<file path="config.mk">
export PLATFORM = sky130hd
export DESIGN_NAME = machine_cycle_monitor_flat
export DESIGN_NICKNAME = d
export VERILOG_FILES = /design/src/design/mcm_pkg.sv /design/src/design/mcm_if.sv /design/src/design/machine_cycle_monitor.sv /design/src/flat_wrapper.sv
export SDC_FILE = /design/constraint.sdc
export NUM_CORES = 1
export LEC_CHECK = 0
export ABC_AREA = 1
export BUFFER_PORTS_ARGS = -buffer_cell sky130_fd_sc_hd__buf_2
export CORE_ASPECT_RATIO = 0.6
export CORE_UTILIZATION = 51
export CTS_CLUSTER_SIZE = 25
export DETAILED_ROUTE_END_ITERATION = 7
export HOLD_SLACK_MARGIN = 0.03
export PLACE_DENSITY = 0.73
export SLEW_MARGIN = 10
export SYNTH_ARGS = -nofsm -noshare
export SYNTH_HDL_FRONTEND = slang
export SYNTH_SLANG_ARGS = --single-unit
</file>
<file path="constraint.sdc">
create_clock -name clock -period 8.95 [get_ports clock]
set_input_delay 0.895 -clock clock [delete_from_list [all_inputs] [get_ports clock]]
set_output_delay 0.895 -clock clock [all_outputs]
set_load 0.02 [all_outputs]
</file>
<file path="src/design/mcm_pkg.sv">
`timescale 1ns / 1ps
// -----------------------------------------------------------------------------
// mcm_pkg
// Shared widths, constants and register codes for the machine cycle monitor.
// -----------------------------------------------------------------------------
package mcm_pkg;

   localparam int MAX_REJECT_SENSORS = 8;
   localparam int LINE_COUNT         = 8;

   localparam int EDGE_TIMER_W  = 17;
   localparam int CYCLE_TIMER_W = 20;
   localparam int STOP_TIMER_W  = 17;
   localparam int RATE_W        = 23;
   localparam int COUNT_W       = 32;
   localparam int CFG_MS_W      = 16;
   localparam int CFG_SENS_W    = 4;
   localparam int CSR_INDEX_W   = 2;
   localparam int CSR_DATA_W    = 16;
   localparam int DIV_STEP_W    = 5;

   localparam logic [EDGE_TIMER_W-1:0]  EDGE_TIMER_MAX  = '1;
   localparam logic [CYCLE_TIMER_W-1:0] CYCLE_TIMER_MAX = '1;
   localparam logic [STOP_TIMER_W-1:0]  STOP_TIMER_MAX  = '1;

   // cycles per minute x100 from a cycle time in ms
   localparam logic [RATE_W-1:0] RATE_NUMERATOR = 23'd6000000;

   localparam logic [CFG_MS_W-1:0]   DEBOUNCE_RESET     = 16'd50;
   localparam logic [CFG_MS_W-1:0]   STOP_TIMEOUT_RESET = 16'd3000;
   localparam logic [CFG_SENS_W-1:0] SENSOR_CNT_RESET   = 4'd1;

   typedef enum logic [CSR_INDEX_W-1:0] {
      CSR_DEBOUNCE     = 2'd0,
      CSR_STOP_TIMEOUT = 2'd1,
      CSR_SENSOR_COUNT = 2'd2
   } csr_index_type;

endpackage

</file>
<file path="src/design/mcm_if.sv">
`timescale 1ns / 1ps
// -----------------------------------------------------------------------------
// mcm channel interfaces
// Valid/ready channels for tick words, result words and register writes.
// -----------------------------------------------------------------------------
interface mcm_req_if;
   logic       valid;
   logic       ready;
   logic       cycle_edge;
   logic [7:0] reject_lines;
   logic       clear_counts;

   modport source (output valid, output cycle_edge, output reject_lines,
                   output clear_counts, input ready);
   modport sink   (input valid, input cycle_edge, input reject_lines,
                   input clear_counts, output ready);
endinterface

interface mcm_rsp_if;
   logic                               valid;
   logic                               ready;
   logic                               running;
   logic                               cycle_done;
   logic                               cycle_rejected;
   logic [mcm_pkg::CYCLE_TIMER_W-1:0]  cycle_ms;
   logic [mcm_pkg::RATE_W-1:0]         cpm_x100;
   logic [mcm_pkg::COUNT_W-1:0]        good_count;
   logic [mcm_pkg::COUNT_W-1:0]        reject_hits;

   modport source (output valid, output running, output cycle_done,
                   output cycle_rejected, output cycle_ms, output cpm_x100,
                   output good_count, output reject_hits, input ready);
   modport sink   (input valid, input running, input cycle_done,
                   input cycle_rejected, input cycle_ms, input cpm_x100,
                   input good_count, input reject_hits, output ready);
endinterface

interface mcm_csr_if;
   logic                             valid;
   logic                             ready;
   logic [mcm_pkg::CSR_INDEX_W-1:0]  index;
   logic [mcm_pkg::CSR_DATA_W-1:0]   data;

   modport source (output valid, output index, output data, input ready);
   modport sink   (input valid, input index, input data, output ready);
endinterface

</file>
<file path="src/design/machine_cycle_monitor.sv">
`timescale 1ns / 1ps
// -----------------------------------------------------------------------------
// machine_cycle_monitor
// Per-tick cycle timing, rate and good/reject counting for one machine.
// -----------------------------------------------------------------------------
//  channel  | dir | word
//  req_if   | in  | cycle_edge, reject_lines, clear_counts (one ms tick)
//  rsp_if   | out | running, cycle_done, cycle_rejected, cycle_ms, cpm_x100,
//           |     | good_count, reject_hits
//  csr_if   | in  | index, data (register write)
//
//  A tick that completes a cycle and stays running passes through the rate
//  divider (S_DIV), a restoring divider with one quotient bit per cycle over
//  23 bits; other ticks go straight to the output state (S_OUT).
//  req_if.ready is low from acceptance until the result is in the output
//  register; the output register lets a new tick in while a result waits.
//  Synchronous active-high reset returns the state, config, timer, count and
//  output-valid registers to their reset values. csr_if is always ready.
// -----------------------------------------------------------------------------
module machine_cycle_monitor (
   input  logic      clock,
   input  logic      reset,
   mcm_req_if.sink   req_if,
   mcm_rsp_if.source rsp_if,
   mcm_csr_if.sink   csr_if
);
   import mcm_pkg::*;

   typedef enum logic [1:0] {S_IDLE, S_DIV, S_OUT} state_type;

   state_type state_ff, state_in;

   logic [CFG_MS_W-1:0]   debounce_ff, stop_timeout_ff;
   logic [CFG_SENS_W-1:0] sensor_cnt_ff;

   logic [EDGE_TIMER_W-1:0]  sae_ff, sae_in;
   logic [CYCLE_TIMER_W-1:0] slc_ff, slc_in;
   logic [STOP_TIMER_W-1:0]  str_ff, str_in;
   logic                     armed_ff, armed_in;
   logic                     running_ff, running_in;
   logic [CYCLE_TIMER_W-1:0] cycle_ms_ff, cycle_ms_in;
   logic [RATE_W-1:0]        rate_ff, rate_in;
   logic [COUNT_W-1:0]       good_ff, good_in;
   logic [COUNT_W-1:0]       rej_ff, rej_in;
   logic                     done_ff, done_in;
   logic                     rejected_ff, rejected_in;
   logic                     clear_ff, clear_in;

   logic [CYCLE_TIMER_W-1:0] div_d_ff, div_d_in;
   logic [CYCLE_TIMER_W:0]   div_rem_ff, div_rem_in;
   logic [RATE_W-1:0]        div_q_ff, div_q_in;
   logic [DIV_STEP_W-1:0]    div_step_ff, div_step_in;

   logic                     out_valid_ff, out_valid_in;
   logic                     out_running_ff, out_running_in;
   logic                     out_done_ff, out_done_in;
   logic                     out_rejected_ff, out_rejected_in;
   logic [CYCLE_TIMER_W-1:0] out_cycle_ms_ff, out_cycle_ms_in;
   logic [RATE_W-1:0]        out_rate_ff, out_rate_in;
   logic [COUNT_W-1:0]       out_good_ff, out_good_in;
   logic [COUNT_W-1:0]       out_rej_ff, out_rej_in;

   logic                     req_take;
   logic [EDGE_TIMER_W-1:0]  sae_b;
   logic [CYCLE_TIMER_W-1:0] slc_b;
   logic [STOP_TIMER_W-1:0]  str_b;
   logic                     edge_ok;
   logic [CFG_SENS_W-1:0]    n_lines;
   logic [CFG_SENS_W-1:0]    hits;
   logic [CYCLE_TIMER_W:0]   trial;

   assign req_if.ready = (state_ff == S_IDLE);
   assign req_take     = req_if.valid && req_if.ready;
   assign csr_if.ready = 1'b1;

   assign rsp_if.valid          = out_valid_ff;
   assign rsp_if.running        = out_running_ff;
   assign rsp_if.cycle_done     = out_done_ff;
   assign rsp_if.cycle_rejected = out_rejected_ff;
   assign rsp_if.cycle_ms       = out_cycle_ms_ff;
   assign rsp_if.cpm_x100       = out_rate_ff;
   assign rsp_if.good_count     = out_good_ff;
   assign rsp_if.reject_hits    = out_rej_ff;

   // saturating timer advance
   assign sae_b = (sae_ff < EDGE_TIMER_MAX)  ? sae_ff + 1'b1 : EDGE_TIMER_MAX;
   assign slc_b = (slc_ff < CYCLE_TIMER_MAX) ? slc_ff + 1'b1 : CYCLE_TIMER_MAX;
   assign str_b = (str_ff < STOP_TIMER_MAX)  ? str_ff + 1'b1 : STOP_TIMER_MAX;

   assign edge_ok = req_if.cycle_edge && (sae_b > {1'b0, debounce_ff});

   assign n_lines = (sensor_cnt_ff > CFG_SENS_W'(MAX_REJECT_SENSORS))
                  ? CFG_SENS_W'(MAX_REJECT_SENSORS) : sensor_cnt_ff;

   always_comb begin
      hits = '0;
      for (int i = 0; i < LINE_COUNT; i++) begin
         if ((CFG_SENS_W'(i) < n_lines) && !req_if.reject_lines[i]) begin
            hits = hits + 1'b1;
         end
      end
   end

   assign trial = {div_rem_ff[CYCLE_TIMER_W-1:0], RATE_NUMERATOR[div_step_ff]};

   always_comb begin
      state_in        = state_ff;
      sae_in          = sae_ff;
      slc_in          = slc_ff;
      str_in          = str_ff;
      armed_in        = armed_ff;
      running_in      = running_ff;
      cycle_ms_in     = cycle_ms_ff;
      rate_in         = rate_ff;
      good_in         = good_ff;
      rej_in          = rej_ff;
      done_in         = done_ff;
      rejected_in     = rejected_ff;
      clear_in        = clear_ff;
      div_d_in        = div_d_ff;
      div_rem_in      = div_rem_ff;
      div_q_in        = div_q_ff;
      div_step_in     = div_step_ff;
      out_valid_in    = out_valid_ff && !rsp_if.ready;
      out_running_in  = out_running_ff;
      out_done_in     = out_done_ff;
      out_rejected_in = out_rejected_ff;
      out_cycle_ms_in = out_cycle_ms_ff;
      out_rate_in     = out_rate_ff;
      out_good_in     = out_good_ff;
      out_rej_in      = out_rej_ff;

      unique case (state_ff)
         S_IDLE: begin
            if (req_take) begin
               logic cyc;
               logic stop;
               logic run_n;
               logic [STOP_TIMER_W-1:0] str_n;
               cyc         = edge_ok && armed_ff;
               sae_in      = edge_ok ? '0 : sae_b;
               slc_in      = edge_ok ? '0 : slc_b;
               str_n       = cyc ? '0 : str_b;
               run_n       = cyc || running_ff;
               stop        = run_n && (str_n >= {1'b0, stop_timeout_ff});
               str_in      = str_n;
               running_in  = run_n && !stop;
               armed_in    = (edge_ok || armed_ff) && !stop;
               cycle_ms_in = stop ? '0 : (cyc ? slc_b : cycle_ms_ff);
               if (stop) begin
                  rate_in = '0;
               end
               done_in     = cyc;
               rejected_in = cyc && (hits != '0);
               if (cyc) begin
                  rej_in = rej_ff + COUNT_W'(hits);
                  if (hits == '0) begin
                     good_in = good_ff + 1'b1;
                  end
               end
               clear_in    = req_if.clear_counts;
               div_d_in    = slc_b;
               div_rem_in  = '0;
               div_q_in    = '0;
               div_step_in = DIV_STEP_W'(RATE_W - 1);
               state_in    = (cyc && !stop) ? S_DIV : S_OUT;
            end
         end
         S_DIV: begin
            if (trial >= {1'b0, div_d_ff}) begin
               div_rem_in = trial - {1'b0, div_d_ff};
               div_q_in   = {div_q_ff[RATE_W-2:0], 1'b1};
            end else begin
               div_rem_in = trial;
               div_q_in   = {div_q_ff[RATE_W-2:0], 1'b0};
            end
            div_step_in = div_step_ff - 1'b1;
            if (div_step_ff == '0) begin
               rate_in  = div_q_in;
               state_in = S_OUT;
            end
         end
         S_OUT: begin
            if (!out_valid_ff || rsp_if.ready) begin
               out_valid_in    = 1'b1;
               out_running_in  = running_ff;
               out_done_in     = done_ff;
               out_rejected_in = rejected_ff;
               out_cycle_ms_in = cycle_ms_ff;
               out_rate_in     = rate_ff;
               out_good_in     = good_ff;
               out_rej_in      = rej_ff;
               if (clear_ff) begin
                  good_in = '0;
                  rej_in  = '0;
               end
               state_in = S_IDLE;
            end
         end
         default: state_in = S_IDLE;
      endcase
   end

   always_ff @(posedge clock) begin
      if (reset) begin
         state_ff        <= S_IDLE;
         debounce_ff     <= DEBOUNCE_RESET;
         stop_timeout_ff <= STOP_TIMEOUT_RESET;
         sensor_cnt_ff   <= SENSOR_CNT_RESET;
         sae_ff          <= EDGE_TIMER_MAX;
         slc_ff          <= '0;
         str_ff          <= '0;
         armed_ff        <= 1'b0;
         running_ff      <= 1'b0;
         cycle_ms_ff     <= '0;
         rate_ff         <= '0;
         good_ff         <= '0;
         rej_ff          <= '0;
         out_valid_ff    <= 1'b0;
      end else begin
         state_ff     <= state_in;
         sae_ff       <= sae_in;
         slc_ff       <= slc_in;
         str_ff       <= str_in;
         armed_ff     <= armed_in;
         running_ff   <= running_in;
         cycle_ms_ff  <= cycle_ms_in;
         rate_ff      <= rate_in;
         good_ff      <= good_in;
         rej_ff       <= rej_in;
         out_valid_ff <= out_valid_in;
         if (csr_if.valid && csr_if.ready) begin
            unique case (csr_index_type'(csr_if.index))
               CSR_DEBOUNCE:     debounce_ff     <= csr_if.data;
               CSR_STOP_TIMEOUT: stop_timeout_ff <= csr_if.data;
               CSR_SENSOR_COUNT: sensor_cnt_ff   <= csr_if.data[CFG_SENS_W-1:0];
               default: ;
            endcase
         end
      end
   end

   always_ff @(posedge clock) begin
      done_ff         <= done_in;
      rejected_ff     <= rejected_in;
      clear_ff        <= clear_in;
      div_d_ff        <= div_d_in;
      div_rem_ff      <= div_rem_in;
      div_q_ff        <= div_q_in;
      div_step_ff     <= div_step_in;
      out_running_ff  <= out_running_in;
      out_done_ff     <= out_done_in;
      out_rejected_ff <= out_rejected_in;
      out_cycle_ms_ff <= out_cycle_ms_in;
      out_rate_ff     <= out_rate_in;
      out_good_ff     <= out_good_in;
      out_rej_ff      <= out_rej_in;
   end

   a_one_word_at_a_time: assert property (@(posedge clock) disable iff (reset)
      req_take |=> (state_ff != S_IDLE))
      else $error("tick word taken while another is in progress");

   a_divisor_nonzero: assert property (@(posedge clock) disable iff (reset)
      (state_ff == S_DIV) |-> (div_d_ff != '0))
      else $error("rate divider started with zero cycle time");

   a_rem_below_divisor: assert property (@(posedge clock) disable iff (reset)
      (state_ff == S_DIV) && (div_step_ff != DIV_STEP_W'(RATE_W - 1))
      |-> (div_rem_ff < {1'b0, div_d_ff}))
      else $error("divider remainder out of range");

   a_stopped_zeroed: assert property (@(posedge clock) disable iff (reset)
      (out_valid_ff && !out_running_ff) |-> (out_cycle_ms_ff == '0) && (out_rate_ff == '0))
      else $error("stopped result carries a cycle time or rate");

   a_reject_implies_done: assert property (@(posedge clock) disable iff (reset)
      $rose(out_valid_ff) && out_rejected_ff |-> out_done_ff)
      else $error("rejected flag without a completed cycle");

endmodule
</file>
<file path="src/flat_wrapper.sv">
// flat-port wrapper written by rule: the top's interface ports become plain ports
module machine_cycle_monitor_flat import mcm_pkg::*;
  (clock, reset, req_if_valid, req_if_cycle_edge, req_if_reject_lines, req_if_clear_counts, req_if_ready, rsp_if_valid, rsp_if_running, rsp_if_cycle_done, rsp_if_cycle_rejected, rsp_if_cycle_ms, rsp_if_cpm_x100, rsp_if_good_count, rsp_if_reject_hits, rsp_if_ready, csr_if_valid, csr_if_index, csr_if_data, csr_if_ready);
  mcm_req_if req_if_i ();
  mcm_rsp_if rsp_if_i ();
  mcm_csr_if csr_if_i ();
  input  logic clock;
  input  logic reset;
  input wire logic [$bits(req_if_i.valid)-1:0] req_if_valid;
  input wire logic [$bits(req_if_i.cycle_edge)-1:0] req_if_cycle_edge;
  input wire logic [$bits(req_if_i.reject_lines)-1:0] req_if_reject_lines;
  input wire logic [$bits(req_if_i.clear_counts)-1:0] req_if_clear_counts;
  output wire logic [$bits(req_if_i.ready)-1:0] req_if_ready;
  output wire logic [$bits(rsp_if_i.valid)-1:0] rsp_if_valid;
  output wire logic [$bits(rsp_if_i.running)-1:0] rsp_if_running;
  output wire logic [$bits(rsp_if_i.cycle_done)-1:0] rsp_if_cycle_done;
  output wire logic [$bits(rsp_if_i.cycle_rejected)-1:0] rsp_if_cycle_rejected;
  output wire logic [$bits(rsp_if_i.cycle_ms)-1:0] rsp_if_cycle_ms;
  output wire logic [$bits(rsp_if_i.cpm_x100)-1:0] rsp_if_cpm_x100;
  output wire logic [$bits(rsp_if_i.good_count)-1:0] rsp_if_good_count;
  output wire logic [$bits(rsp_if_i.reject_hits)-1:0] rsp_if_reject_hits;
  input wire logic [$bits(rsp_if_i.ready)-1:0] rsp_if_ready;
  input wire logic [$bits(csr_if_i.valid)-1:0] csr_if_valid;
  input wire logic [$bits(csr_if_i.index)-1:0] csr_if_index;
  input wire logic [$bits(csr_if_i.data)-1:0] csr_if_data;
  output wire logic [$bits(csr_if_i.ready)-1:0] csr_if_ready;
  assign req_if_i.valid = req_if_valid;
  assign req_if_i.cycle_edge = req_if_cycle_edge;
  assign req_if_i.reject_lines = req_if_reject_lines;
  assign req_if_i.clear_counts = req_if_clear_counts;
  assign req_if_ready = req_if_i.ready;
  assign rsp_if_valid = rsp_if_i.valid;
  assign rsp_if_running = rsp_if_i.running;
  assign rsp_if_cycle_done = rsp_if_i.cycle_done;
  assign rsp_if_cycle_rejected = rsp_if_i.cycle_rejected;
  assign rsp_if_cycle_ms = rsp_if_i.cycle_ms;
  assign rsp_if_cpm_x100 = rsp_if_i.cpm_x100;
  assign rsp_if_good_count = rsp_if_i.good_count;
  assign rsp_if_reject_hits = rsp_if_i.reject_hits;
  assign rsp_if_i.ready = rsp_if_ready;
  assign csr_if_i.valid = csr_if_valid;
  assign csr_if_i.index = csr_if_index;
  assign csr_if_i.data = csr_if_data;
  assign csr_if_ready = csr_if_i.ready;
  machine_cycle_monitor u_core (.clock(clock), .reset(reset), .req_if(req_if_i), .rsp_if(rsp_if_i), .csr_if(csr_if_i));
endmodule
</file>
### Word level (Yosys, flattened, before mapping)

Memories as Yosys holds them, arrays and structs flattened. A register that Yosys moved wholly into a read port is not among the register bits.
Cells that the tools add are included.

| cells by class | value |
|---|---|
| add/subtract/negate cells | 14 |
| $lt $le $gt $ge | 16 |
| reductions and logical operators | 50 |
| equal/unequal tests | 11 |
| mux-type cells | 47 |

Operator list:

| cell | count |
|---|---|
| $mux 32 | 7 |
| $pmux 32 s2 | 2 |
| $mux 20 | 6 |
| $mux 23 | 3 |
| $mux 17 | 4 |
| $pmux 23 s2 | 1 |
| $pmux 22 s2 | 1 |
| $pmux 20 s2 | 1 |
| $add 17x1->17 const B | 2 |
| $lt 17x17->1 const B | 2 |
| $add 32x1->32 const B | 1 |
| $add 32x4->32 | 1 |
| $mux 4 | 8 |
| $add 4x1->4 const B | 6 |
| $mux 22 | 1 |
| $ge 21x20->1 | 1 |
| $add 20x1->20 const B | 1 |
| $lt 20x20->1 const B | 1 |
| $sub 20x20->20 | 1 |
| $ge 17x16->1 | 1 |
| $gt 17x16->1 | 1 |
| $logic_and 1x1->1 | 17 |
| $lt 3x4->1 const A | 4 |
| $reduce_and 2->1 | 6 |
| 26 further kinds | 59 |

| storage, ports and cells | value |
|---|---|
| bits in read-only memories | 32 |
| logic and storage cells | 167 |
| memories kept | 1 |
| register bits after elaboration | 382 |
| input bits | 33 |
| output and inout port bits | 113 |

Memories:

| memory | depth | width | read ports | clocked after Yosys merged registers in | write ports | RTL line | source |
|---|---|---|---|---|---|---|---|
| (name not given) | 32 | 1 | 1 | 1 | 0 | machine_cycle_monitor.sv:104 | `assign trial = {div_rem_ff[CYCLE_TIMER_W-1:0], RATE_NUMERATOR[div_step_ff]};` |

### Longest topological paths before layout

| depth | value |
|---|---|
| depth in word-level cells | 24 |
| depth in mapped cells | 46 |
| mapped depth without buffers | 46 |

### Worst setup path after synthesis

OpenSTA, ideal clock, no wires.

| path | value |
|---|---|
| kind | input to register |
| start | input port rsp_if_ready |
| end | register u_core.rej_ff[8] |
| slack | 1.753 ns |
| required time | 8.828 ns |
| stages | 7 |
| buffers on the path | 0 |
| arrival | 7.075 ns |
| setup time | 0.122 ns |
| path through | nor2_1 -> nor2_1 -> nand2_1 -> nand2_1 -> inv_1 -> o21ai_1 -> a21oi_1 |

| on the way | value |
|---|---|
| word-level cells in the longest chain between the ends | 3 |

Ends and longest elaborated chain:

| element | RTL line | source |
|---|---|---|
| from (decl) | flat_wrapper.sv:22 | `input wire logic [$bits(rsp_if_i.ready)-1:0] rsp_if_ready;` |
| $logic_or 1x1->1 | machine_cycle_monitor.sv:184 | `if (!out_valid_ff \|\| rsp_if.ready) begin` |
| $ne 2x1->1 (no source line) | -- |  |
| $reduce_and 5->1 (no source line) | -- |  |
| to (signal assigned) | machine_cycle_monitor.sv:230 | `rej_ff <= rej_in;` |
| to (decl) | machine_cycle_monitor.sv:44 | `logic [COUNT_W-1:0] rej_ff, rej_in;` |

Every way passes these cells.
A chain may end at the register's enable or synchronous reset.

### Final worst setup path

| path | value |
|---|---|
| start | register u_core.sensor_cnt_ff[3] |
| end | register u_core.rej_ff[29] |

| on the way | value |
|---|---|
| word-level cells in the longest chain between the ends | 23 |
| elaborated cells between the ends (all ways) | 37 |
| those cells by class | add/sub: 8; order compare: 9; mux: 12; reduce/logical: 8 |

Ends and longest elaborated chain:

| element | RTL line | source |
|---|---|---|
| from (decl) | machine_cycle_monitor.sv:34 | `logic [CFG_SENS_W-1:0] sensor_cnt_ff;` |
| from (signal assigned) | machine_cycle_monitor.sv:236 | `CSR_SENSOR_COUNT: sensor_cnt_ff <= csr_if.data[CFG_SENS_W-1:0];` |
| $gt 4x4->1 | machine_cycle_monitor.sv:92 | `assign n_lines = (sensor_cnt_ff > CFG_SENS_W'(MAX_REJECT_SENSORS))` |
| $mux 4 (*) | machine_cycle_monitor.sv:93 | `? CFG_SENS_W'(MAX_REJECT_SENSORS) : sensor_cnt_ff;` |
| $lt 1x4->1 | machine_cycle_monitor.sv:98 | `if ((CFG_SENS_W'(i) < n_lines) && !req_if.reject_lines[i]) begin` |
| $logic_and 1x1->1 | machine_cycle_monitor.sv:98 |  |
| $mux 1 | machine_cycle_monitor.sv:98 |  |
| $add 1x1->2 | machine_cycle_monitor.sv:99 | `hits = hits + 1'b1;` |
| $mux 4 | machine_cycle_monitor.sv:98 |  |
| $add 4x1->4 | machine_cycle_monitor.sv:99 |  |
| [... 7 more ...] | -- |  |
| $add 4x1->4 | machine_cycle_monitor.sv:99 |  |
| $mux 4 | machine_cycle_monitor.sv:98 |  |
| $add 4x1->4 | machine_cycle_monitor.sv:99 |  |
| $mux 4 (*) | machine_cycle_monitor.sv:98 |  |
| $add 32x4->32 (*) | machine_cycle_monitor.sv:156 | `rej_in = rej_ff + COUNT_W'(hits);` |
| $mux 32 (*) | machine_cycle_monitor.sv:155 | `if (cyc) begin` |
| $mux 32 (*) | machine_cycle_monitor.sv:135 | `if (req_take) begin` |
| $pmux 32 s2 (*) | machine_cycle_monitor.sv:133 | `unique case (state_ff)` |

Mark *: on every way between the ends. The rest lies on a longest branch, timed or not. The select of a mux whose other input is x is not followed.

==> flow_summary_export.csv <==
group,metric,value,unit
worst_setup_path,crit_path_top_delay_cell,"o31ai_1",
synthesis,syn_inst,2250,
worst_setup_path,crit_type,"flip-flop to flip-flop",
synthesis,async_reset_ff_frac,0,
grt,grt_overflow,0,
finish,stdcell_area,21400,µm²
floorplan,ios,146,
route,wl,47600,µm
synthesis,synthTopCellsByArea,"edfxtp_1, dfxtp_1, nand2_1",
worst_setup_path,path_max_fanout,7,
cts,cts_tree,"yes",
pwr,switching_share,0.278,
floorplan,core,36600,µm²
synthesis,synth_edf_count,180,
synthesis,ys_ff_latch,383,
sta,setup_viol,0,
pwr,clock_power_share,0.388,
worst_hold_path,hold_depth,0,
cts,htreeDepth,2,
cts,cts.sinks,383,
sta,slew_headroom,0.229,
grt,grt_pass1_wl,77300,µm
cts,cts.repair.resized,0,
synthesis,yosysMostFrequentCell,"nand2_1",
synthesis,synth.cell_area,19100,µm²
synthesis,post_synth.cell_area_avg,8.50,µm²
synthesis,synth_ff_type,"dfxtp_1",
synthesis,synth_top_area_share,0.282,
sta,slew_viol_final,0,
status,outcome,"finished, final reports clean",
sta,finalHoldViolCount,0,
pwr,p_int,3.16,mW
pwr,p_leak,8.88,nW
route,dr.first_iter.drc_count,1543,
synthesis,yosysWarnings,0,
worst_setup_path,r2r_cells,39,
floorplan,placementRows,54,
run,max-cap-violations,0,
worst_setup_path,cp.required,9410,ps
sta,worst_pin_slew,1150,ps
synthesis,yosysUniqueCellTypes,59,
finish,nNetsFinal,2465,
placed_design,numPortBuffers,144,
cts,clockRootBuffer,"clkbuf_16",
placed_design,place_area,20100,µm²
pwr,power_density,204,nW/µm²
worst_setup_path,cp_slowest_stage_delay,420,ps
grt,gr-usage-all-layers,0.250,
sta,finClkSkew,23.9,ps
cts,holdBufCountCts,0,
synthesis,yosysSeqAreaShare,0.495,
sta,setup_ws,2270,ps
route,drt-pass1-iter-count,5,
sta,tns,0,ps
sta,fin_crit,6680,ps
pwr,p_switching,1.21,mW
worst_setup_path,start_kind,"flip-flop",
floorplan,die_y,152,µm
cts,cts.path.max_buffers,3,
finish,drive_above_1_share,0.125,
placed_design,globalplace.congestion,0.989,
cts,postCtsSetupRepairBufs,0,
worst_setup_path,end_kind,"flip-flop",
floorplan,start_util,0.523,
worst_setup_path,arrival,7140,ps
pwr,vdd_drop_max,0.116,mV
finish,regArea,9470,µm²
worst_setup_path,cp_common_cell,"nand2_1",
placed_design,dpl_worst_slack,2090,ps
sta,rsz0062_at_grt,"no",
pwr,power_frac_seq,0.458,
finish,syn_to_final_growth,12.1,%
route,wl_per_cell,16.4,µm
cts,clk_pin_slew_worst_paths,60,ps
worst_hold_path,min_path_type,"flip-flop to flip-flop",
sta,fmax,150,MHz
floorplan,die_w,252,µm
pwr,power.total,4.38,mW
route,drtAntennaViolNets,0,
route,vias,15747,
route,drc_errors,0,
cts,clk_latency,550,ps
synthesis,synth_common_cells,"nand2_1, inv_1, a21oi_1, dfxtp_1, nor2_1",
finish,fillers,3213,
pwr,power_frac_comb,0.154,
synthesis,synth_area_leader_cell,"edfxtp_1",
synthesis,synth_nets,2354,
sta,finalCritPeriodShare,0.746,
route,drt-vias-per-instance,5.44,
grt,grt_pass1_vias,14406,
worst_setup_path,r2r_setup_slack,2270,ps
finish,multiInputGateArea,8180,µm²
placed_design,hpwl,33400,µm
grt,antenna_found_initial,1,
floorplan,die_area,38300,µm²
grt,grt_max_degree,94,
cts,cts_made_buffers,37,
path summary, 6_finish.rpt:
path | from | to
worst max-delay path | u_core.sensor_cnt_ff[3]$_SDFFE_PP0P_ | u_core.rej_ff[29]$_SDFFE_PP0P_
worst min-delay path | u_core.rate_ff[16]$_SDFFE_PP0P_ | u_core.rsp_if.cpm_x100[16]$_DFFE_PP_
worst max register to register | u_core.sensor_cnt_ff[3]$_SDFFE_PP0P_ | u_core.rej_ff[29]$_SDFFE_PP0P_
worst min register to register | u_core.rate_ff[16]$_SDFFE_PP0P_ | u_core.rsp_if.cpm_x100[16]$_DFFE_PP_
worst max-delay path: cells and delay by family (launching register included):
kind | cells | cell delay [ps]
buffers and inverters | 7 | 510
AOI/OAI and AO/OA | 5 | 1120
and+or+nand+nor | 19 | 2500
xor gates and xnor gates | 1 | 160
DFF | 1 | 310
adders and majority gates | 7 | 2010
cells by family (layout without fill, tap and decap cells):
| kind of cell | Yosys count | in the layout | synth area share |
|---|---|---|---|
| AO/OA/AOI/OAI | 387 | 387 | 0.111 |
| AND/OR/NAND/NOR | 960 | 960 | 0.229 |
| buffers and inverters | 362 | 502 | 0.0788 |
| adder cells (fa/ha/maj) | 71 | 71 | 0.0472 |
| flip-flops | 383 | 383 | 0.495 |
| other | 1 | 2 | 0.000196 |
| XOR/XNOR | 86 | 86 | 0.0394 |
stage by stage:
step	util	hold WS, ps	std cells
6_report	0.586	431	2895
5_1_grt	0.586	437	2894
4_1_cts	0.586	432	2894
3_5_place_dp	0.549	414	2826
3_3_place_gp	0.549	401	2826
2_1_floorplan	-	400	2250
layout by cell type (no fill, tap or decap), types with 11 or more instances in the layout:
cell type	n
nand2_1	431
inv_1	268
a21oi_1	206
dfxtp_1	203
nor2_1	198
edfxtp_1	180
nand3_1	155
buf_2	144
o21ai_0	112
ha_1	69
xor2_1	54
nor3_1	44
clkbuf_16	41
xnor2_1	32
nand4_1	31
o211ai_1	21
nor2_4	18
nor2_2	17
nor4_1	15
inv_2	11
flip-flops by register name, summed over array words and instances (netlist names), 2 cells and up:
name                       cells
u_core.div_d_ff               20
u_core.str_ff                 17
u_core.cycle_ms_ff            20
u_core.debounce_ff            16
u_core.rsp_if.cpm_x100        23
u_core.rate_ff                23
u_core.div_rem_ff             20
u_core.sae_ff                 17
u_core.stop_timeout_ff        16
u_core.good_ff                32
u_core.rsp_if.cycle_ms        20
u_core.div_q_ff               22
u_core.rej_ff                 32
u_core.div_step_ff             5
u_core.rsp_if.reject_hits     32
u_core.state_ff                2
u_core.rsp_if.good_count      32
u_core.sensor_cnt_ff           4
u_core.slc_ff                 20
per-layer routing:
metal	routed length, µm	global-route usage	vias to the layer above
met5	0	0	-
met4	1130	0.0672	0
met3	3640	0.0389	77
met2	19300	0.356	625
met1	23500	0.391	7312
li1	-	-	7733
power groups by stage:
stage          clock, mW  sequential [mW]  combinational (mW)
2_1_floorplan          0             2.09               0.459
3_3_place_gp           0             2.04               0.648
3_5_place_dp           0             2.04               0.666
4_1_cts             1.72             2.00               0.672
5_1_grt             1.79             2.02               0.754
6_report            1.70             2.00               0.675
area by class of cell:
class,instances,area share
flip-flops and latches,383,0.442
multi-input cells,1505,0.381
clock buffers,54,0.0534
inverters,282,0.0495
repair buffers,152,0.0364
well taps,504,0.0294
clock inverters,14,0.00823
diodes,1,0.000117
No activity file was read; power rests on OpenSTA's default activity.
